===== src/pfc_pkg.sv =====
// Shared types, constants and register codes for the PID flow controller.
`default_nettype none

package pfc_pkg;

	localparam int FLOW_BITS_DEF      = 16;
	localparam int GAIN_FRAC_BITS_DEF = 12;
	localparam int GAIN_BITS          = 16;
	localparam int DRIVE_BITS         = 16;
	localparam int INTEGRAL_BITS      = 32;
	localparam int APB_ADDR_BITS      = 5;
	localparam int APB_DATA_BITS      = 32;
	localparam int REG_INDEX_BITS     = 3;

	localparam logic [GAIN_BITS-1:0] GAIN_P_RST         = 16'd3277;
	localparam logic [GAIN_BITS-1:0] GAIN_I_RST         = 16'd2048;
	localparam logic [GAIN_BITS-1:0] GAIN_D_RST         = 16'd82;
	localparam logic [GAIN_BITS-1:0] OUTPUT_FLOOR_RST   = 16'd0;
	localparam logic [GAIN_BITS-1:0] OUTPUT_CEILING_RST = 16'd100;

	typedef enum logic [REG_INDEX_BITS-1:0] {
		REG_GAIN_P         = 3'd0,
		REG_GAIN_I         = 3'd1,
		REG_GAIN_D         = 3'd2,
		REG_OUTPUT_FLOOR   = 3'd3,
		REG_OUTPUT_CEILING = 3'd4
	} reg_index_t;

	typedef enum logic [1:0] {
		LIMIT_NONE = 2'd0,
		LIMIT_HIGH = 2'd1,
		LIMIT_LOW  = 2'd2
	} limit_t;

	typedef struct packed {
		logic [GAIN_BITS-1:0] gain_p;
		logic [GAIN_BITS-1:0] gain_i;
		logic [GAIN_BITS-1:0] gain_d;
		logic [GAIN_BITS-1:0] output_floor;
		logic [GAIN_BITS-1:0] output_ceiling;
	} pfc_cfg_t;

endpackage

`default_nettype wire


===== src/pid_flow_controller.sv =====
// PID flow controller top level: register file, input stage, control step and result register.
`default_nettype none

// The controller takes one item per clock cycle while the result side does not stall. An
// accepted item is held in an input register; the control step is computed from it and
// loaded into the result register, which presents the result until it is taken.
// The integral and previous measurement are updated in the same cycle as the step that uses
// them, which is what lets consecutive items follow each other cycle by cycle. A stalled
// result holds in the output register while one further item waits in the input register.
// Gains and limits must be written through the APB port only while no item is in flight;
// the block itself does not enforce this.
module pid_flow_controller #(
	parameter int FLOW_BITS      = pfc_pkg::FLOW_BITS_DEF,
	parameter int GAIN_FRAC_BITS = pfc_pkg::GAIN_FRAC_BITS_DEF
) (
	input  wire logic                              clk,
	input  wire logic                              arst_n,
	input  wire logic                              psel,
	input  wire logic                              penable,
	input  wire logic                              pwrite,
	input  wire logic [pfc_pkg::APB_ADDR_BITS-1:0] paddr,
	input  wire logic [pfc_pkg::APB_DATA_BITS-1:0] pwdata,
	output logic      [pfc_pkg::APB_DATA_BITS-1:0] prdata,
	output logic                                   pready,
	input  wire logic                              in_valid,
	output logic                                   in_stall,
	input  wire logic [FLOW_BITS-1:0]              measured_flow,
	input  wire logic [FLOW_BITS-1:0]              target_flow,
	input  wire logic                              clear_history,
	output logic                                   out_valid,
	input  wire logic                              out_stall,
	output logic      [pfc_pkg::DRIVE_BITS-1:0]    drive_value,
	output logic      [1:0]                        limit_hit
);
	import pfc_pkg::*;

	pfc_cfg_t cfg;

	logic                  valid_s1;
	logic [FLOW_BITS-1:0]  meas_s1;
	logic [FLOW_BITS-1:0]  targ_s1;
	logic                  clear_s1;

	logic                  out_valid_q;
	logic [DRIVE_BITS-1:0] drive_q;
	limit_t                limit_q;

	logic                  advance;
	logic                  load_s1;
	logic [DRIVE_BITS-1:0] core_drive;
	limit_t                core_limit;

	assign pready = 1'b1;

	pfc_regs u_regs (
		.clk     (clk),
		.arst_n  (arst_n),
		.psel    (psel),
		.penable (penable),
		.pwrite  (pwrite),
		.paddr   (paddr),
		.pwdata  (pwdata),
		.prdata  (prdata),
		.cfg     (cfg)
	);

	// The input stage moves on whenever the result register is empty or being taken.
	assign advance  = valid_s1 && (!out_valid_q || !out_stall);
	assign in_stall = valid_s1 && !advance;
	assign load_s1  = in_valid && !in_stall;

	always_ff @(posedge clk or negedge arst_n) begin
		if (!arst_n) begin
			valid_s1 <= 1'b0;
		end else if (load_s1) begin
			valid_s1 <= 1'b1;
		end else if (advance) begin
			valid_s1 <= 1'b0;
		end
	end

	always_ff @(posedge clk) begin
		if (load_s1) begin
			meas_s1  <= measured_flow;
			targ_s1  <= target_flow;
			clear_s1 <= clear_history;
		end
	end

	pfc_core #(
		.FLOW_BITS      (FLOW_BITS),
		.GAIN_FRAC_BITS (GAIN_FRAC_BITS)
	) u_core (
		.clk    (clk),
		.arst_n (arst_n),
		.step   (advance),
		.meas   (meas_s1),
		.targ   (targ_s1),
		.clear  (clear_s1),
		.cfg    (cfg),
		.drive  (core_drive),
		.limit  (core_limit)
	);

	always_ff @(posedge clk or negedge arst_n) begin
		if (!arst_n) begin
			out_valid_q <= 1'b0;
		end else if (advance) begin
			out_valid_q <= 1'b1;
		end else if (!out_stall) begin
			out_valid_q <= 1'b0;
		end
	end

	always_ff @(posedge clk) begin
		if (advance) begin
			drive_q <= core_drive;
			limit_q <= core_limit;
		end
	end

	assign out_valid   = out_valid_q;
	assign drive_value = drive_q;
	assign limit_hit   = limit_q;

endmodule

`default_nettype wire


===== src/pfc_regs.sv =====
// APB register file holding the gains and output limits of the controller.
`default_nettype none

module pfc_regs (
	input  wire logic                               clk,
	input  wire logic                               arst_n,
	input  wire logic                               psel,
	input  wire logic                               penable,
	input  wire logic                               pwrite,
	input  wire logic [pfc_pkg::APB_ADDR_BITS-1:0]  paddr,
	input  wire logic [pfc_pkg::APB_DATA_BITS-1:0]  pwdata,
	output logic      [pfc_pkg::APB_DATA_BITS-1:0]  prdata,
	output pfc_pkg::pfc_cfg_t                       cfg
);
	import pfc_pkg::*;

	pfc_cfg_t   cfg_q;
	reg_index_t idx;
	logic       wr_en;

	assign idx   = reg_index_t'(paddr[APB_ADDR_BITS-1:2]);
	assign wr_en = psel && penable && pwrite;
	assign cfg   = cfg_q;

	always_ff @(posedge clk or negedge arst_n) begin
		if (!arst_n) begin
			cfg_q.gain_p         <= GAIN_P_RST;
			cfg_q.gain_i         <= GAIN_I_RST;
			cfg_q.gain_d         <= GAIN_D_RST;
			cfg_q.output_floor   <= OUTPUT_FLOOR_RST;
			cfg_q.output_ceiling <= OUTPUT_CEILING_RST;
		end else if (wr_en) begin
			case (idx)
				REG_GAIN_P:         cfg_q.gain_p         <= pwdata[GAIN_BITS-1:0];
				REG_GAIN_I:         cfg_q.gain_i         <= pwdata[GAIN_BITS-1:0];
				REG_GAIN_D:         cfg_q.gain_d         <= pwdata[GAIN_BITS-1:0];
				REG_OUTPUT_FLOOR:   cfg_q.output_floor   <= pwdata[GAIN_BITS-1:0];
				REG_OUTPUT_CEILING: cfg_q.output_ceiling <= pwdata[GAIN_BITS-1:0];
				default: ;
			endcase
		end
	end

	always_comb begin
		case (idx)
			REG_GAIN_P:         prdata = APB_DATA_BITS'(cfg_q.gain_p);
			REG_GAIN_I:         prdata = APB_DATA_BITS'(cfg_q.gain_i);
			REG_GAIN_D:         prdata = APB_DATA_BITS'(cfg_q.gain_d);
			REG_OUTPUT_FLOOR:   prdata = APB_DATA_BITS'(cfg_q.output_floor);
			REG_OUTPUT_CEILING: prdata = APB_DATA_BITS'(cfg_q.output_ceiling);
			default:            prdata = '0;
		endcase
	end

endmodule

`default_nettype wire


===== src/pfc_core.sv =====
// One control step: error terms, three gain products, clamp and integral update.
`default_nettype none

module pfc_core #(
	parameter int FLOW_BITS      = pfc_pkg::FLOW_BITS_DEF,
	parameter int GAIN_FRAC_BITS = pfc_pkg::GAIN_FRAC_BITS_DEF
) (
	input  wire logic                             clk,
	input  wire logic                             arst_n,
	input  wire logic                             step,
	input  wire logic [FLOW_BITS-1:0]             meas,
	input  wire logic [FLOW_BITS-1:0]             targ,
	input  wire logic                             clear,
	input  wire pfc_pkg::pfc_cfg_t                cfg,
	output logic      [pfc_pkg::DRIVE_BITS-1:0]   drive,
	output pfc_pkg::limit_t                       limit
);
	import pfc_pkg::*;

	localparam int ERR_W  = FLOW_BITS + 1;
	localparam int PPD_W  = ERR_W + GAIN_BITS + 1;
	localparam int PI_W   = INTEGRAL_BITS + GAIN_BITS + 1;
	localparam int SUM_W  = ((PPD_W > PI_W) ? PPD_W : PI_W) + 2;
	localparam int ACC_W  = ((ERR_W > INTEGRAL_BITS) ? ERR_W : INTEGRAL_BITS) + 1;
	localparam int LIM_PAD = SUM_W - GAIN_BITS - GAIN_FRAC_BITS;

	logic signed [INTEGRAL_BITS-1:0] integral_q;
	logic        [FLOW_BITS-1:0]     prev_q;

	logic signed [INTEGRAL_BITS-1:0] integ_eff;
	logic        [FLOW_BITS-1:0]     prev_eff;
	logic signed [ERR_W-1:0]         err;
	logic signed [ERR_W-1:0]         deriv;
	logic signed [PPD_W-1:0]         prod_p;
	logic signed [PPD_W-1:0]         prod_d;
	logic signed [PI_W-1:0]          prod_i;
	logic signed [SUM_W-1:0]         sum;
	logic signed [SUM_W-1:0]         hi;
	logic signed [SUM_W-1:0]         lo;
	logic signed [ACC_W-1:0]         acc;
	logic signed [ACC_W-1:0]         int_max_x;
	logic signed [ACC_W-1:0]         int_min_x;
	logic signed [INTEGRAL_BITS-1:0] acc_sat;
	logic signed [INTEGRAL_BITS-1:0] integral_d;

	always_comb begin
		// Clearing acts before the step is computed.
		integ_eff = clear ? '0 : integral_q;
		prev_eff  = clear ? '0 : prev_q;

		err   = $signed({1'b0, targ}) - $signed({1'b0, meas});
		deriv = $signed({1'b0, prev_eff}) - $signed({1'b0, meas});

		prod_p = $signed({1'b0, cfg.gain_p}) * err;
		prod_i = $signed({1'b0, cfg.gain_i}) * integ_eff;
		prod_d = $signed({1'b0, cfg.gain_d}) * deriv;

		sum = $signed({{(SUM_W-PPD_W){prod_p[PPD_W-1]}}, prod_p})
			+ $signed({{(SUM_W-PI_W){prod_i[PI_W-1]}}, prod_i})
			+ $signed({{(SUM_W-PPD_W){prod_d[PPD_W-1]}}, prod_d});

		hi = $signed({{LIM_PAD{1'b0}}, cfg.output_ceiling, {GAIN_FRAC_BITS{1'b0}}});
		lo = $signed({{LIM_PAD{1'b0}}, cfg.output_floor, {GAIN_FRAC_BITS{1'b0}}});

		acc = $signed({{(ACC_W-INTEGRAL_BITS){integ_eff[INTEGRAL_BITS-1]}}, integ_eff})
			+ $signed({{(ACC_W-ERR_W){err[ERR_W-1]}}, err});
		int_max_x = $signed({{(ACC_W-INTEGRAL_BITS+1){1'b0}}, {(INTEGRAL_BITS-1){1'b1}}});
		int_min_x = $signed({{(ACC_W-INTEGRAL_BITS+1){1'b1}}, {(INTEGRAL_BITS-1){1'b0}}});
		if (acc > int_max_x) begin
			acc_sat = int_max_x[INTEGRAL_BITS-1:0];
		end else if (acc < int_min_x) begin
			acc_sat = int_min_x[INTEGRAL_BITS-1:0];
		end else begin
			acc_sat = acc[INTEGRAL_BITS-1:0];
		end

		// High is tested first; a floor above the ceiling clamps sums below it low.
		// The integral only absorbs the error when the output is within range.
		if (sum >= hi) begin
			drive      = cfg.output_ceiling;
			limit      = LIMIT_HIGH;
			integral_d = integ_eff;
		end else if (sum <= lo) begin
			drive      = cfg.output_floor;
			limit      = LIMIT_LOW;
			integral_d = integ_eff;
		end else begin
			drive      = sum[GAIN_FRAC_BITS +: DRIVE_BITS];
			limit      = LIMIT_NONE;
			integral_d = acc_sat;
		end
	end

	always_ff @(posedge clk or negedge arst_n) begin
		if (!arst_n) begin
			integral_q <= '0;
			prev_q     <= '0;
		end else if (step) begin
			integral_q <= integral_d;
			prev_q     <= meas;
		end
	end

endmodule

`default_nettype wire


===== config.mk =====
export PLATFORM = sky130hd
export DESIGN_NAME = pid_flow_controller
export DESIGN_NICKNAME = d
export VERILOG_FILES = /design/src/pfc_pkg.sv /design/src/pid_flow_controller.sv /design/src/pfc_regs.sv /design/src/pfc_core.sv
export SDC_FILE = /design/constraint.sdc
export NUM_CORES = 2
export LEC_CHECK = 0
export BUFFER_PORTS_ARGS = -buffer_cell sky130_fd_sc_hd__buf_2
export CAP_MARGIN = 10
export CORE_ASPECT_RATIO = 1.4
export CORE_MARGIN = 3
export CORE_UTILIZATION = 37
export DETAILED_ROUTE_END_ITERATION = 7
export PLACE_DENSITY = 0.6
export SLEW_MARGIN = 20
export SYNTH_ARGS = -nofsm -noshare
export SYNTH_HDL_FRONTEND = slang
export SYNTH_SLANG_ARGS = --single-unit

===== constraint.sdc =====
create_clock -name clk -period 13.5 [get_ports clk]
set_input_delay 1.35 -clock clk [delete_from_list [all_inputs] [get_ports clk]]
set_output_delay 1.35 -clock clk [all_outputs]
set_load 0.02 [all_outputs]

Yosys cells after proc, flatten, opt, wreduce, memory -nomap -nowiden
Cells that the tools add are included.

Flip-flop bits (word level): 181. Bits of input ports: 77. Output and inout bits: 53. Logic and storage cells: 62.

Add/subtract/negate cells: 5. Multiply operators: 3. $lt $le $gt $ge: 4. Equality and inequality tests: 5. Muxes and demuxes: 14. Reduce and logical (&&, ||, !) cells: 17.

Operator list (number): $mux 32 (5); $pmux 16 s5 (1); $mul 17x17->34 (2); $add 50x34->51 (1); $ge 51x29->1 (1); $le 51x29->1 (1); $add 34x49->50 (1); $mul 17x32->49 (1); $mux 16 (3); $sub 16x16->17 (2); $add 32x17->33 (1); $gt 33x32->1 const B (1); $lt 33x32->1 const B (1); $reduce_and 2->1 (5); $eq 3x2->1 const B (2); $logic_and 1x1->1 (5); $logic_not 1->1 (4); $mux 1 (4); $eq 3x1->1 const B (1); $eq 3x3->1 const B (1); $logic_not 3->1 (1); $mux 2 (1); $ne 2x1->1 const B (1); $reduce_bool 2->1 (1); $logic_or 1x1->1 (1).

Logic depth before layout (Yosys ltp)
Depth in word-level cells: 8. Depth in mapped cells: 56.

Cells and area by module
From an unflattened synthesis, not the netlist that was laid out.

Cell total of the unflattened synthesis: 5262. Area, all modules: 50503.4 um^2.

Modules (own cells, without submodules): pfc_core (instances 1, cells each 4928, area each 45019.4 um^2, sequential area each 1201.2 um^2); pfc_regs (instances 1, cells each 273, area each 3848.7 um^2, sequential area each 2019.4 um^2); pid_flow_controller (instances 1, cells each 61, area each 1635.3 um^2, sequential area each 1581.5 um^2).

Worst setup path before layout
OpenSTA, ideal clock, no wires.

Path type: register -> register. Start: reg clear_s1. End: reg drive_q[10] (netlist: drive_value[10]), data pin. Setup time: 0.261 ns. Data arrival time: 11.978 ns. Data required time: 13.239 ns. Slack: 1.260 ns. Cell stages (with the launch flop): 52. Buffers on the path: 6. Cells stage by stage: edfxtp_1 buf_2 buf_1 clkbuf_1 nand2b_1 ha_1 inv_1 fa_1 a21o_1 a21oi_1 o21ai_0 a21oi_1 o21ai_0 a21oi_1 nor2b_1 o21ai_0 a21oi_1 a41oi_1 [... 16 more ...] nand2_1 or4_4 nor3_2 nor2_1 o21bai_1 xor2_1 ha_1 a21o_1 a21oi_1 nor2b_1 o21ai_0 o21ai_0 o32a_1 o41ai_2 buf_6 buf_12 mux2i_1 a21oi_2.

Word-level cells in the longest chain between the ends: 7. Elaborated cells between the ends (all ways): 11. Those cells by class: 3 x add/sub; 2 x mul; 2 x order compare; 4 x mux.

Ends and longest elaborated chain: start: declaration (RTL line pid_flow_controller.sv:42) `logic clear_s1;`; start signal: assignment (RTL line pid_flow_controller.sv:86) `clear_s1 <= clear_history;`; $mux 32 or $mux 16 (tied branches) (RTL line pfc_core.sv:48, pfc_core.sv:49); $mul 17x32->49 or $sub 16x16->17 (tied branches) (RTL line pfc_core.sv:55, pfc_core.sv:52); $add 34x49->50 or $mul 17x17->34 (tied branches) (RTL line pfc_core.sv:59, pfc_core.sv:56); $add 50x34->51 * (RTL line pfc_core.sv:60) `+ $signed({{(SUM_W-PPD_W){prod_d[PPD_W-1]}}, prod_d});`; $le 51x29->1 (RTL line pfc_core.sv:83) `end else if (sum <= lo) begin`; $mux 16 (RTL line pfc_core.sv:83); $mux 16 * (RTL line pfc_core.sv:79) `if (sum >= hi) begin`; net core_drive[10] (RTL line pid_flow_controller.sv:50) `logic [DRIVE_BITS-1:0] core_drive;`; end signal: assignment (RTL line pid_flow_controller.sv:117) `drive_q <= core_drive;`; end: declaration (RTL line pid_flow_controller.sv:45) `logic [DRIVE_BITS-1:0] drive_q;`.

The timed path passes the listed nets; every way through them passes the cells marked *. A chain may end at the register's enable or synchronous reset.

Final worst setup path
Start: reg clear_s1. End: reg u_core.integral_q[4].

Word-level cells in the longest chain between the ends: 7. Elaborated cells between the ends (all ways): 16. Those cells by class: 4 x add/sub; 2 x mul; 4 x order compare; 6 x mux.

Ends and longest elaborated chain: $mux 32 or $mux 16 (tied branches) (RTL line pfc_core.sv:48, pfc_core.sv:49); $mul 17x32->49 (tied with other cells) (RTL line pfc_core.sv:55) `prod_i = $signed({1'b0, cfg.gain_i}) * integ_eff;`; $add 34x49->50 (tied with other cells) (RTL line pfc_core.sv:59) `+ $signed({{(SUM_W-PI_W){prod_i[PI_W-1]}}, prod_i})`; $add 50x34->51 or $mux 32 (tied branches) (RTL line pfc_core.sv:60, pfc_core.sv:71); $le 51x29->1 or $mux 32 (tied branches) (RTL line pfc_core.sv:83, pfc_core.sv:69); $mux 32 (RTL line pfc_core.sv:83); $mux 32 * (RTL line pfc_core.sv:79); end signal: assignment (RTL line pfc_core.sv:99) `integral_q <= integral_d;`; end: declaration (RTL line pfc_core.sv:27) `logic signed [INTEGRAL_BITS-1:0] integral_q;`.

Mark *: on every way between the ends. The rest lies on a longest branch, timed or not.

==> summary.txt <==
DR pass1 iterations: 7
Slowest-stage cell, CP: fa_1
Status: completed
Die Y: 446.3 um
Tmin final: 12820 ps
Final setup vio count: 0
Max frequency: 78.02 MHz
Top Ports: 130
Crit path kind: register to register
CTS Hold Bufs: 0
Drt initial violations: 1909
Largest net degree at the start of global routing: 71
RSZ-0062 raised after global routing: no
Crit share post-route: 94.94%
# port buffers: 94
Dpl ws: 283.5 ps
H-tree Lvls: 4
Biggest cell delay along the critical path: 560 ps
Largest buffer count on any clock path: 2
Most frequent cells in the layout: 1155 x inv_1, 1059 x fa_1, 596 x and2_1
# DRC: 0
Total wire length: 151.0 mm
Cell variety after synth: 91
Vias in the first global route: 41370
Share of layout cells above drive strength 1: 8.079%
Global-route wire length before repair: 237.7 mm
Design area: 54780 um^2
Initial antenna violation count: 5
Worst min path class: register to register
Dpl hpwl: 125.6 mm
Cell Rows: 160
Synth Register Bits: 181
Worst-path clk slew: 110 ps
Hold Fails Final Rpt: 0
Max-cap violation count: 0
Vias: 37330
Most common cell after layout, fill and taps aside: inv_1
ANT nets after route: 0
Sequential area share after synthesis: 9.372%
CTS tree: built
Req. time, crit path: 13900 ps
Avg WL per Cell: 20.93 um
Final setup margin: 682.9 ps
Post-DP Area: 54030 um^2
Sum of negative setup slack: 0 ps
Die area: 143100 um^2
Least-Margin Pin Slew: 1127 ps
Clock root cell: clkbuf_16
Die width: 320.5 um
Clk_skew: 31.29 ps
Area of the core: 136700 um^2
GRT Total Usage: 21.77%
# clock sinks: 181
GPL Wtd Cong: 0.9385
Initial Util: 37.48%
Post-synth ARST share: 71.82%
Crit path max fanout: 32
Ys Warns: 0
Most frequent cell on the critical path: fa_1
Synth-to-Final Area Change: 6.913%
Post-synth EDFFs: 51
Normalized max-slew margin: 24.86%
Main synth FF type: dfrtp_1
Gate count after technology mapping: 5421
Worst Path Arrival: 13220 ps
NumNets Final: 7041
Synthesized area: 51240 um^2
Critical Path End Type: register
Via/cell ratio: 5.173
Startpoint types: register
Mapped Avg Cell Area: 9.452 um^2
Clock latency on the worst-skew pair: 510 ps
CTS buffer count: 17
Final Max Slew Viols: 0
Total gr overflow: 0
sequential cells by signal (all words and copies together) (netlist names):
register	flops
limit_hit	2
drive_value	16
targ_s1	16
out_valid	1
clear_s1	1
u_regs.cfg	80
meas_s1	16
u_core.integral_q	32
u_core.prev_q	16
valid_s1	1
stage by stage:
stage | instances | hold slack, ps | util, %
after floorplan | 5436 | 441.3 | -
after global placement | 7182 | 455.8 | 39.51
after detailed placement | 7182 | 462.9 | 39.51
after CTS | 7214 | 488.8 | 40.00
after global routing | 7216 | 512.8 | 40.06
final | 7217 | 486.9 | 40.07
cell families (layout without fill, tap and decap cells):
group	after synthesis	after routing	share of synthesized area, %
AO/OA/AOI/OAI	498	498	6.573
flip-flops	181	181	9.372
AND/OR/NAND/NOR	1577	1577	16.24
buffers and inverters	1425	1423	10.76
multiplexers	116	116	2.491
adder cells (fa/ha/maj)	1544	1544	53.21
other	2	18	0.01466
XOR/XNOR	78	78	1.333
cells in the mapped netlist, drive strengths merged, types with 16 or more instances:
cell	number	area share, %
a21o	37	0.54
a21oi	128	1.4
a22o	31	0.53
a31oi	22	0.27
and2	597	7.3
buf	53	0.71
clkbuf	216	1.6
dfrtp	116	5.7
edfxtp	51	3.0
fa	1059	41
ha	484	12
inv	1155	8.5
mux2	82	1.8
mux2i	33	0.64
nand2	519	3.8
nand2b	38	0.46
nand3	57	0.57
nand4	24	0.35
nor2	121	0.89
nor2b	123	1.5
nor3	26	0.30
o21a	22	0.32
o21ai	116	1.1
o221ai	16	0.27
xnor2	50	0.85
xor2	28	0.48
area by class of cell:
type / count / area (um^2)
Clock inverter: 15 / 236.5
Sequential cell: 181 / 4812
Tap cell: 1782 / 2230
Timing Repair Buffer: 235 / 1593
Clock buffer: 17 / 425.4
Multi-Input combinational cell: 3830 / 41140
Antenna cell: 1 / 2.502
Fill cell: 13650 / 81950
Inverter: 1156 / 4339
layer usage:
layer  track usage (%)  part of all wire (%)  up-vias
li1                  -                     -    16560
met1             23.19                    35    19490
met2             42.12                    55      919
met3             1.405                   3.0      359
met4             12.37                   6.7        2
met5                 0                0.0079        -
worst paths after layout:
kind / start / endpoint / slack, ps / cells past startpoint
max: clear_s1$_DFFE_PP_ / u_core.integral_q[4]$_DFFE_PN0P_ / 680 / 50
max in group asynchronous: arst_n / u_regs.cfg[55]$_DFFE_PN0P_ / 11180 / 2
max reg2reg: clear_s1$_DFFE_PP_ / u_core.integral_q[4]$_DFFE_PN0P_ / 680 / 50
min in group asynchronous: arst_n / u_regs.cfg[14]$_DFFE_PN0P_ / 850 / 1
min reg2reg: u_core.integral_q[1]$_DFFE_PN0P_ / u_core.integral_q[1]$_DFFE_PN0P_ / 490 / 1
min: u_core.integral_q[1]$_DFFE_PN0P_ / u_core.integral_q[1]$_DFFE_PN0P_ / 490 / 1
what timing repair did:
item	CTS	global route
hold endpoints to repair	0	0
endpoints found under the setup margin	0	50
gates resized for setup	0	18
setup buffers	0	2
critical path, delay by kind of cell (launching register included):
kind                       cells  cell delay [ps]
AOI/OAI and AO/OA             16             2920
xor gates and xnor gates       1              260
adders and majority gates     13             5720
buffers and inverters          9             1020
DFF                            1              460
and+or+nand+nor               11             2290
Power is not shown: default switching activity piles up to over one toggle a cycle in this logic, so the estimate is an artifact.
